### config.mk
export PLATFORM = sky130hd
export DESIGN_NAME = clsr_front
export DESIGN_NICKNAME = d
export VERILOG_FILES = /design/src/hw/rtl/clsr_pkg.sv /design/src/hw/rtl/clsr_front.sv
export SDC_FILE = /design/constraint.sdc
export NUM_CORES = 1
export LEC_CHECK = 0
export BUFFER_PORTS_ARGS = -buffer_cell sky130_fd_sc_hd__buf_2
export CAP_MARGIN = 20
export CORE_MARGIN = 2
export CORE_UTILIZATION = 47
export DETAILED_ROUTE_END_ITERATION = 10
export PLACE_DENSITY = 0.75
export SLEW_MARGIN = 20
export SYNTH_ARGS = -nofsm -noshare
export SYNTH_HDL_FRONTEND = slang
export SYNTH_SLANG_ARGS = --single-unit
### constraint.sdc
create_clock -name clk_i -period 3.65 [get_ports clk_i]
set_input_delay 0.5475 -clock clk_i [delete_from_list [all_inputs] [get_ports clk_i]]
set_output_delay 0.5475 -clock clk_i [all_outputs]
set_load 0.02 [all_outputs]
### src/hw/rtl/clsr_pkg.sv
// Shared types and defaults for the call stack loop remover.
// Used by clsr_front, clsr_back and the top level; depends on nothing.
package clsr_pkg;

  localparam int unsigned DefMaxDepth = 64;
  localparam int unsigned DefMaxLinks = 8;
  localparam int unsigned AddrW       = 64;

  // How the front tags an item before it enters the queue
  typedef enum logic [1:0] {
    KIND_FIRST  = 2'd0,
    KIND_NORMAL = 2'd1,
    KIND_DEEP   = 2'd2
  } kind_e;

  typedef struct packed {
    logic [AddrW-1:0] addr;
    logic             last;
    kind_e            kind;
  } item_t;

endpackage

### src/hw/rtl/clsr_front.sv
// Front part: accepts address beats, tags them by position in the stack,
// and holds them in a two-entry queue. Depends on clsr_pkg.
module clsr_front import clsr_pkg::*; #(
  parameter int unsigned MaxDepth = DefMaxDepth
) (
  input  logic             clk_i,
  input  logic             rst_ni,
  input  logic             start_i,
  output logic             busy_o,
  input  logic [AddrW-1:0] address_i,
  input  logic             last_i,
  output logic             head_valid_o,
  output item_t            head_o,
  input  logic             pop_i
);

  localparam int unsigned CntW = $clog2(MaxDepth + 1);

  item_t          q_q [2];
  logic           wp_q, rp_q;
  logic [1:0]     fill_q;
  logic [CntW-1:0] cnt_q;
  logic           push;
  item_t          item;

  assign busy_o       = (fill_q == 2'd2);
  assign push         = start_i && !busy_o;
  assign head_valid_o = (fill_q != 2'd0);
  assign head_o       = q_q[rp_q];

  always_comb begin
    item.addr = address_i;
    item.last = last_i;
    if (cnt_q == '0) begin
      item.kind = KIND_FIRST;
    end else if (cnt_q >= CntW'(MaxDepth)) begin
      item.kind = KIND_DEEP;
    end else begin
      item.kind = KIND_NORMAL;
    end
  end

  always_ff @(posedge clk_i or negedge rst_ni) begin
    if (!rst_ni) begin
      wp_q   <= 1'b0;
      rp_q   <= 1'b0;
      fill_q <= 2'd0;
      cnt_q  <= '0;
    end else begin
      if (push) begin
        q_q[wp_q] <= item;
        wp_q      <= ~wp_q;
        if (last_i) begin
          cnt_q <= '0;
        end else if (cnt_q != CntW'(MaxDepth)) begin
          cnt_q <= cnt_q + 1'b1;
        end
      end
      if (pop_i) begin
        rp_q <= ~rp_q;
      end
      fill_q <= fill_q + {1'b0, push} - {1'b0, pop_i};
    end
  end

  ap_no_overfill: assert property (@(posedge clk_i) disable iff (!rst_ni)
    fill_q != 2'd3) else $error("queue fill out of range");
  ap_pop_has_data: assert property (@(posedge clk_i) disable iff (!rst_ni)
    pop_i |-> head_valid_o) else $error("pop from empty queue");
  ap_cnt_bound: assert property (@(posedge clk_i) disable iff (!rst_ni)
    cnt_q <= CntW'(MaxDepth)) else $error("depth count out of range");

endmodule

==> results.md, run 1 <==
- Status: completed
- Number of flops mapped to enable cells by yosys: 134
- DRC: 0
- Layout cell share with drive strength beyond 1: 55.4%
- Synthesis-stage register bit count: 145
- CP arrival: 2.24 ns
- Die Wd: 112 um
- Clock-pin slew on the worst setup and hold paths: 0.06 ns
- Flop2flop setup slack: 1.59 ns
- Post-Syn Area: 5490 um^2
- Clock share of power: 32.1%
- Critical-path maximum fanout: 32
- Total wire length: 10.2 mm
- Combinational share of power: 26.5%
- I/O pin cnt: 138
- Register share of total power: 41.3%
- Lkg Pwr: 2.62 nW
- First-pass GRT wire length: 15.5 mm
- Setup bufs post-CTS: 0
- Synth Instances: 278
- Clock sinks: 145
- Final Hold Viols: 0
- Switching Fraction: 29.6%
- Worst Tran Pin Value: 0.932 ns
- Port buffer count: 137
- Worst Skew: 0.00556 ns
- Area contributors post-synth: edfxtp_1, mux2_2, dfrtp_1
- DR iter-0 viols: 118
- Vias in the first global route: 3052
- Slowest-stage cell, CP: dfrtp_2
- Pwr Density: 790 nW/um^2
- Top cell type's share of synthesized area: 73.4%
- Storage cell area: 4300 um^2
- Crit end category: primary output
- Minimum clock period: 2.79 ns
- Fin crit share: 76.4%
- Crit Path Category: reg -> out
- Critical Path RT: 3.10 ns
- R2R depth: 6
- WL/cell: 17.5 um
- Vias per Instance: 5.04
- Setup TNS: 0 ns
- First-pass DRT Iterations: 4
- Total of max-cap violations: 0
- Die Area: 12600 um^2
- Crit path largest cell delay: 0.88 ns
- Initial antenna violation count: 1
- Worst flop-to-flop path endpoint: q_q[0][62]
- Initial Util: 48.0%
- # fillers: 892
- Final nets: 498
- Pins Over Slew Limit: 0
- Num CTS Buffers: 17
- CTS resizes: 0
- H-tree depth reported by CTS: 4
- Worst Hold Class: in -> async
- Peak VDD IR: 0.389 mV
- WP depth: 3
- Via count: 2929
- Ys Warns: 0
- Dominant cell type by area after synthesis: edfxtp_1
- Final ANT Viol Nets: 0
- CTS tree: built
- Crit path buffers/inverters: 2
- Total track usage: 16.5%
- Final setup fails: 0
- Gr ovfl total: 0
- CTS hold repair buffers: 0
- Synthesized Nets: 351
- Yosys cell types: 27
- Share of the yosys chip area belonging to registers: 78.4%
- Fmax: 359 MHz
- Crit-path leading delay family: flip-flops
- CP startpoint kind: flip-flop
- Cell Rows: 39
- Switching Power: 1.62 mW
- Critical R2R Launch: fill_q[1]
- Area of the multi-input gates: 1100 um^2
- Rel. slew slack: 37.9%
- Area of the core: 11400 um^2
- Dpl hpwl: 6.47 mm
- Pwr Total: 5.47 mW
- Post-synthesis area per instance: 19.7 um^2
- P_int: 3.85 mW
- Die Span Y: 112 um
- Post-synth ARST share: 7.59%
- Bufs on Longest Clock Path: 2
- RSZ-0062 raised after global routing: no
- Area grow syn2layout: 26.2%
- Latest clock arrival within the worst-skew pair: 0.41 ns
- Largest net degree at the start of global routing: 68
- Final RePlAce weighted congestion: 0.804
- Top FF cell, synth: edfxtp_1
- Root buf cell: clkbuf_16
- CP cell instances: buf_4, mux2_2, buf_2
==> layer usage <==
metal	up-vias	track usage (%)	wire length, um	part of all wire, %
met5	-	0	0	0
met4	0	7.72	212	2.1
met3	15	5.51	499	4.9
met2	81	28.7	5360	53
met1	1452	18.5	4080	40
li1	1381	-	-	-
==> logic make-up (layout without fill, tap and decap cells) <==
logic type,count (synthesis),count (layout),share of synthesized area [%]
DFF,145,145,78.4
muxes,70,70,14.3
and+or+nand+nor,27,27,2.71
buffers and inverters,18,177,1.80
AOI/OAI and AO/OA,10,10,1.23
adders and majority gates,4,4,0.912
xor gates and xnor gates,4,4,0.639
other,0,1,0
==> power groups by stage <==
stage,Clock [mW],Combinational (mW),Sequential (mW)
after CTS,1.80,1.47,2.26
after global placement,0,1.43,2.28
after global routing,1.87,1.56,2.29
after floorplan,0,1.11,2.20
after detailed placement,0,1.47,2.29
final,1.76,1.45,2.26
==> layout make-up <==
class                   instances  area share (%)
well taps                     143            2.58
flip-flops and latches        145            62.1
diodes                          1          0.0361
clock inverters                12            2.40
clock buffers                  19            6.25
repair buffers                140            10.4
inverters                       6           0.325
multi-input cells             115            15.9
==> registers in the layout, indices dropped and copies added, names as in the netlist <==
| register | count |
|---|---|
| wp_q | 1 |
| q_q | 134 |
| fill_q | 2 |
| cnt_q | 7 |
| rp_q | 1 |
==> cell usage after synthesis (2+ instances only) <==
| cell type | number |
|---|---|
| nor3_1 | 2 |
| a21oi_1 | 2 |
| buf_2 | 7 |
| dfrtp_1 | 11 |
| a221o_1 | 2 |
| xnor2_1 | 3 |
| nand2_1 | 4 |
| buf_6 | 3 |
| inv_1 | 5 |
| nor4_1 | 2 |
| edfxtp_1 | 134 |
| a22o_1 | 2 |
| clkbuf_1 | 2 |
| mux2_2 | 68 |
| ha_1 | 4 |
| nand3_1 | 4 |
| and3_1 | 3 |
| mux2i_1 | 2 |
| o21ai_0 | 4 |
| nor2_1 | 7 |
==> worst register-to-register path, delay by kind of cell, from the launching register on <==
kind / cells / cell delay, ns
simple gates: 4 / 0.90
buf+inv: 2 / 0.44
flops: 1 / 0.40
==> worst max path at each step <==
stage | slack [ns] | endpoint | from
after floorplan | 0.66 | q_q[0][0] | start_i
after global placement | 1.31 | head_o[12] | rp_q
after detailed placement | 1.27 | head_o[53] | rp_q
after CTS | 0.82 | head_o[21] | rp_q
after global routing | 0.74 | head_o[21] | rp_q
final | 0.86 | head_o[21] | rp_q
==> metrics by stage <==
step / util (%) / hold slack, ns / worst slack, ns / cells / cell area [um^2]
after floorplan: - / 0.252 / 0.664 / 278 / 5490
after global placement: 55.4 / 0.445 / 1.31 / 549 / 6320
after detailed placement: 55.4 / 0.443 / 1.27 / 549 / 6320
after CTS: 60.6 / 0.00145 / 0.825 / 580 / 6920
after global routing: 60.6 / 0.00964 / 0.743 / 581 / 6920
final: 60.6 / 0.0120 / 0.861 / 581 / 6920
==> placed cells by master, fill, tap and decap left out, drive strengths merged, types with 3 or more instances in the layout <==
| cell | n |
|---|---|
| o21ai | 4 |
| nor2 | 8 |
| edfxtp | 134 |
| clkbuf | 19 |
| ha | 4 |
| mux2 | 68 |
| nand2 | 4 |
| buf | 140 |
| xnor2 | 3 |
| bufinv | 4 |
| inv | 6 |
| dfrtp | 11 |
| nor4 | 3 |
| clkinv | 7 |
| and3 | 3 |
| nand3 | 4 |
(Power assumes the default switching activity.)
==> run 2: changes to the inputs <==
ABC_AREA = 1   (was unset)
CORE_UTILIZATION = 48   (was 47)
PLACE_DENSITY = 0.76   (was 0.75)
clock period = 2.4 ns   (was 3.65 ns; I/O delays follow)
==> run 2 against run 1 <==
Against the previous run:
- global-route usage down 0.55 points
- register-to-register slack got worse by 0.80 ns
- combinational power grew 65%
- non-clock buffer count grew 6
- largest cell class unchanged
- sequential share of layout area shrank 2.1 points
- sequential power is 47% higher
- first-iteration DRC count is 58% higher
- via count increased by 2.7%
- critical path type unchanged
- critical path depth is the same
==> results.md, run 2 <==
- Total track usage: 16.0% (was 16.5%)
- Layout cell share with drive strength beyond 1: 54.4% (was 55.4%)
- Top cell type's share of synthesized area: 71.8% (was 73.4%)
- Worst Tran Pin Value: 0.335 ns (was 0.932 ns)
- Clock-pin slew on the worst setup and hold paths: 0.06 ns (about the same)
- Critical Path RT: 2.04 ns (was 3.10 ns)
- H-tree depth reported by CTS: 4 (unchanged)
- Post-synthesis area per instance: 18.9 um^2 (was 19.7 um^2)
- CTS tree: built (unchanged)
- Most common cell after layout, fill and taps aside: buf_2 (unchanged)
- Area of the core: 11400 um^2 (unchanged)
- Final Hold Viols: 0 (unchanged)
- Largest net degree at the start of global routing: 58 (was 68)
- PnR worst setup slack: 0.200 ns (was 0.861 ns)
- I/O pin cnt: 138 (unchanged)
- Port buffer count: 137 (unchanged)
- RSZ-0062 raised after global routing: no (unchanged)
- Initial Util: 49.1% (was 48.0%)
- Area contributors post-synth: edfxtp_1, mux2_2, mux2_4 (was edfxtp_1, mux2_2, dfrtp_1)
- Synthesis-stage register bit count: 145 (unchanged)
- First-pass GRT wire length: 15.0 mm (was 15.5 mm)
- Root buf cell: clkbuf_16 (unchanged)
- Num CTS Buffers: 17 (unchanged)
- Bufs on Longest Clock Path: 2 (unchanged)
- Final ANT Viol Nets: 0 (unchanged)
- Minimum clock period: 2.20 ns
- Largest regs: q_q x134, cnt_q x7, fill_q x2 (unchanged)
- CP startpoint kind: flip-flop (unchanged)
- Yosys cell types: 27 (unchanged)
- Synth Instances: 296 (was 278)
- Most frequent cell after synthesis: edfxtp_1 (unchanged)
- Post-synth ARST share: 7.59% (unchanged)
- CTS resizes: 0 (unchanged)
- Pins Over Slew Limit: 0 (unchanged)
- Fin crit share: 91.7%
- Pwr Density: 1190 nW/um^2 (was 790 nW/um^2)
- Post-Syn Area: 5610 um^2 (was 5490 um^2)
- DR iter-0 viols: 186 (was 118)
- Top FF cell, synth: edfxtp_1 (unchanged)
- Crit end category: primary output (unchanged)
- Top reg by flops: q_q (unchanged)
- Ys Warns: 0 (unchanged)
- Max reg flops: 134 (unchanged)
- WL/cell: 16.2 um (was 17.5 um)
- Die Wd: 112 um (about the same)
- # fillers: 840 (was 892)
- Dpl cells: 572 (was 549)
- Commonest non-fill, non-tap cells in the layout: buf_2, edfxtp_1, mux2_2 (unchanged)
- Worst Hold Class: in -> reg (was in -> async)
- Latest clock arrival within the worst-skew pair: 0.41 ns (about the same)
- Synthesized Nets: 369 (was 351)
- Gr ovfl total: 0 (unchanged)
- Total of max-cap violations: 0 (unchanged)
- Total wire length: 9.83 mm (was 10.2 mm)
- Final RePlAce weighted congestion: 0.855 (was 0.804)
- Rel. slew slack: 77.7% (was 37.9%)
- Vias in the first global route: 3106 (was 3052)
- Dpl ws: 0.476 ns (was 1.27 ns)
- Critical-path maximum fanout: 18 (was 32)
- Die Area: 12600 um^2 (about the same)
- Clock sinks: 145 (unchanged)
- Setup TNS: 0 ns (unchanged)
- CP arrival: 1.84 ns (was 2.24 ns)
- Area grow syn2layout: 27.8% (was 26.2%)
- First-pass DRT Iterations: 4 (unchanged)
- DRC: 0 (unchanged)
- Dpl hpwl: 6.51 mm (was 6.47 mm)
- Worst Skew: 0.00669 ns (was 0.00556 ns)
- Peak VDD IR: 0.667 mV (was 0.389 mV)
- Initial antenna violation count: 1 (unchanged)
- Final nets: 523 (was 498)
- Layout Cells excl Fill: 606 (was 581)
- Via count: 3009 (was 2929)
- Crit Path Category: reg -> out (unchanged)
- Final setup fails: 0 (unchanged)
- Dominant cell type by area after synthesis: edfxtp_1 (unchanged)
- Synth cell count leaders: edfxtp_1, mux2_2, mux2_4 (was edfxtp_1, mux2_2, dfrtp_1)
- Vias per Instance: 4.97 (was 5.04)
- Share of the yosys chip area belonging to registers: 76.7% (was 78.4%)
- Die Span Y: 112 um (about the same)
- Number of flops mapped to enable cells by yosys: 134 (unchanged)
- Cell Rows: 39 (unchanged)
- Fmax: 455 MHz
- Inserted Diodes: 0 (was 1)
- Status: completed (unchanged)
- Lkg Pwr: 2.80 nW (was 2.62 nW)
## run 2: changes by cell type in the layout (fill, tap and decap cells not counted), moves of 4 or more
cell and change:
inv_1 +7, mux2_2 -21, mux2_4 +20, nand2_1 +15, nand3_1 +4, o21ai_1 +5
## run 2: report_power, final
part / leakage (nW) / internal [mW] / total (mW) / switching [mW]
logic: 1.13 / 1.05 / 2.39 / 1.34
clock network: 0.303 / 1.76 / 2.78 / 1.02
registers: 1.37 / 3.15 / 3.33 / 0.180
total: 2.80 / 5.96 / 8.51 / 2.55
## run 2: cell families after synthesis
| family | synth area share, % |
|---|---|
| multiplexers | 14.8 |
| adder cells (fa/ha/maj) | 0.893 |
| buffers and inverters | 2.52 |
| AO/OA/AOI/OAI | 1.18 |
| flip-flops | 76.7 |
| XOR/XNOR | 0.781 |
| AND/OR/NAND/NOR | 3.15 |
## run 2: cell type report
class	count	area [um^2]	share of cell area (%)
multi-input cells	126	1200	16.7
well taps	143	179	2.50
repair buffers	146	801	11.2
clock inverters	14	205	2.86
inverters	14	52.6	0.733
flip-flops and latches	145	4300	60.0
clock buffers	18	429	5.99
## run 2: final timing paths
path,from,to,slack [ns],cells after the start
setup / recovery,rp_q,head_o[11],0.20,3
hold / removal,address_i[20],q_q[1][23],0.13,1
setup reg to reg,fill_q[0],fill_q[1],0.79,6
hold reg to reg,cnt_q[0],cnt_q[0],0.56,1
max in group asynchronous,rst_ni,rp_q,1.83,3
min in group asynchronous,rst_ni,fill_q[1],0.40,3
## run 2: worst max-delay path: stages (launching register included)
cell     delay (ns)
dfrtp_4        0.59
buf_4          0.31
mux2_2         0.36
buf_2          0.16
## run 2: per-layer routing
layer	up-vias	track usage (%)	routed length, um	part of all wire, %
met5	-	0	13	0.13
met4	2	8.78	331	3.4
met3	28	5.02	601	6.1
met2	110	27.3	5080	52
met1	1440	17.9	3810	39
li1	1429	-	-	-
## run 2: what timing repair did
action,CTS,global route
endpoints found under the setup margin,0,18
hold endpoints to repair,11,0
hold buffers,1,0
buffers inserted,0,1
## run 2: metrics by stage
stage / hold slack [ns] / area [um^2] / util (%) / power, mW
after detailed placement: 0.303 / 6510 / 57.0 / 5.78
after global routing: 0.119 / 7170 / 62.8 / 8.87
after CTS: 0.115 / 7150 / 62.6 / 8.57
after global placement: 0.307 / 6510 / 57.0 / 5.72
after floorplan: 0.0644 / 5640 / - / 5.13
final: 0.129 / 7170 / 62.8 / 8.51
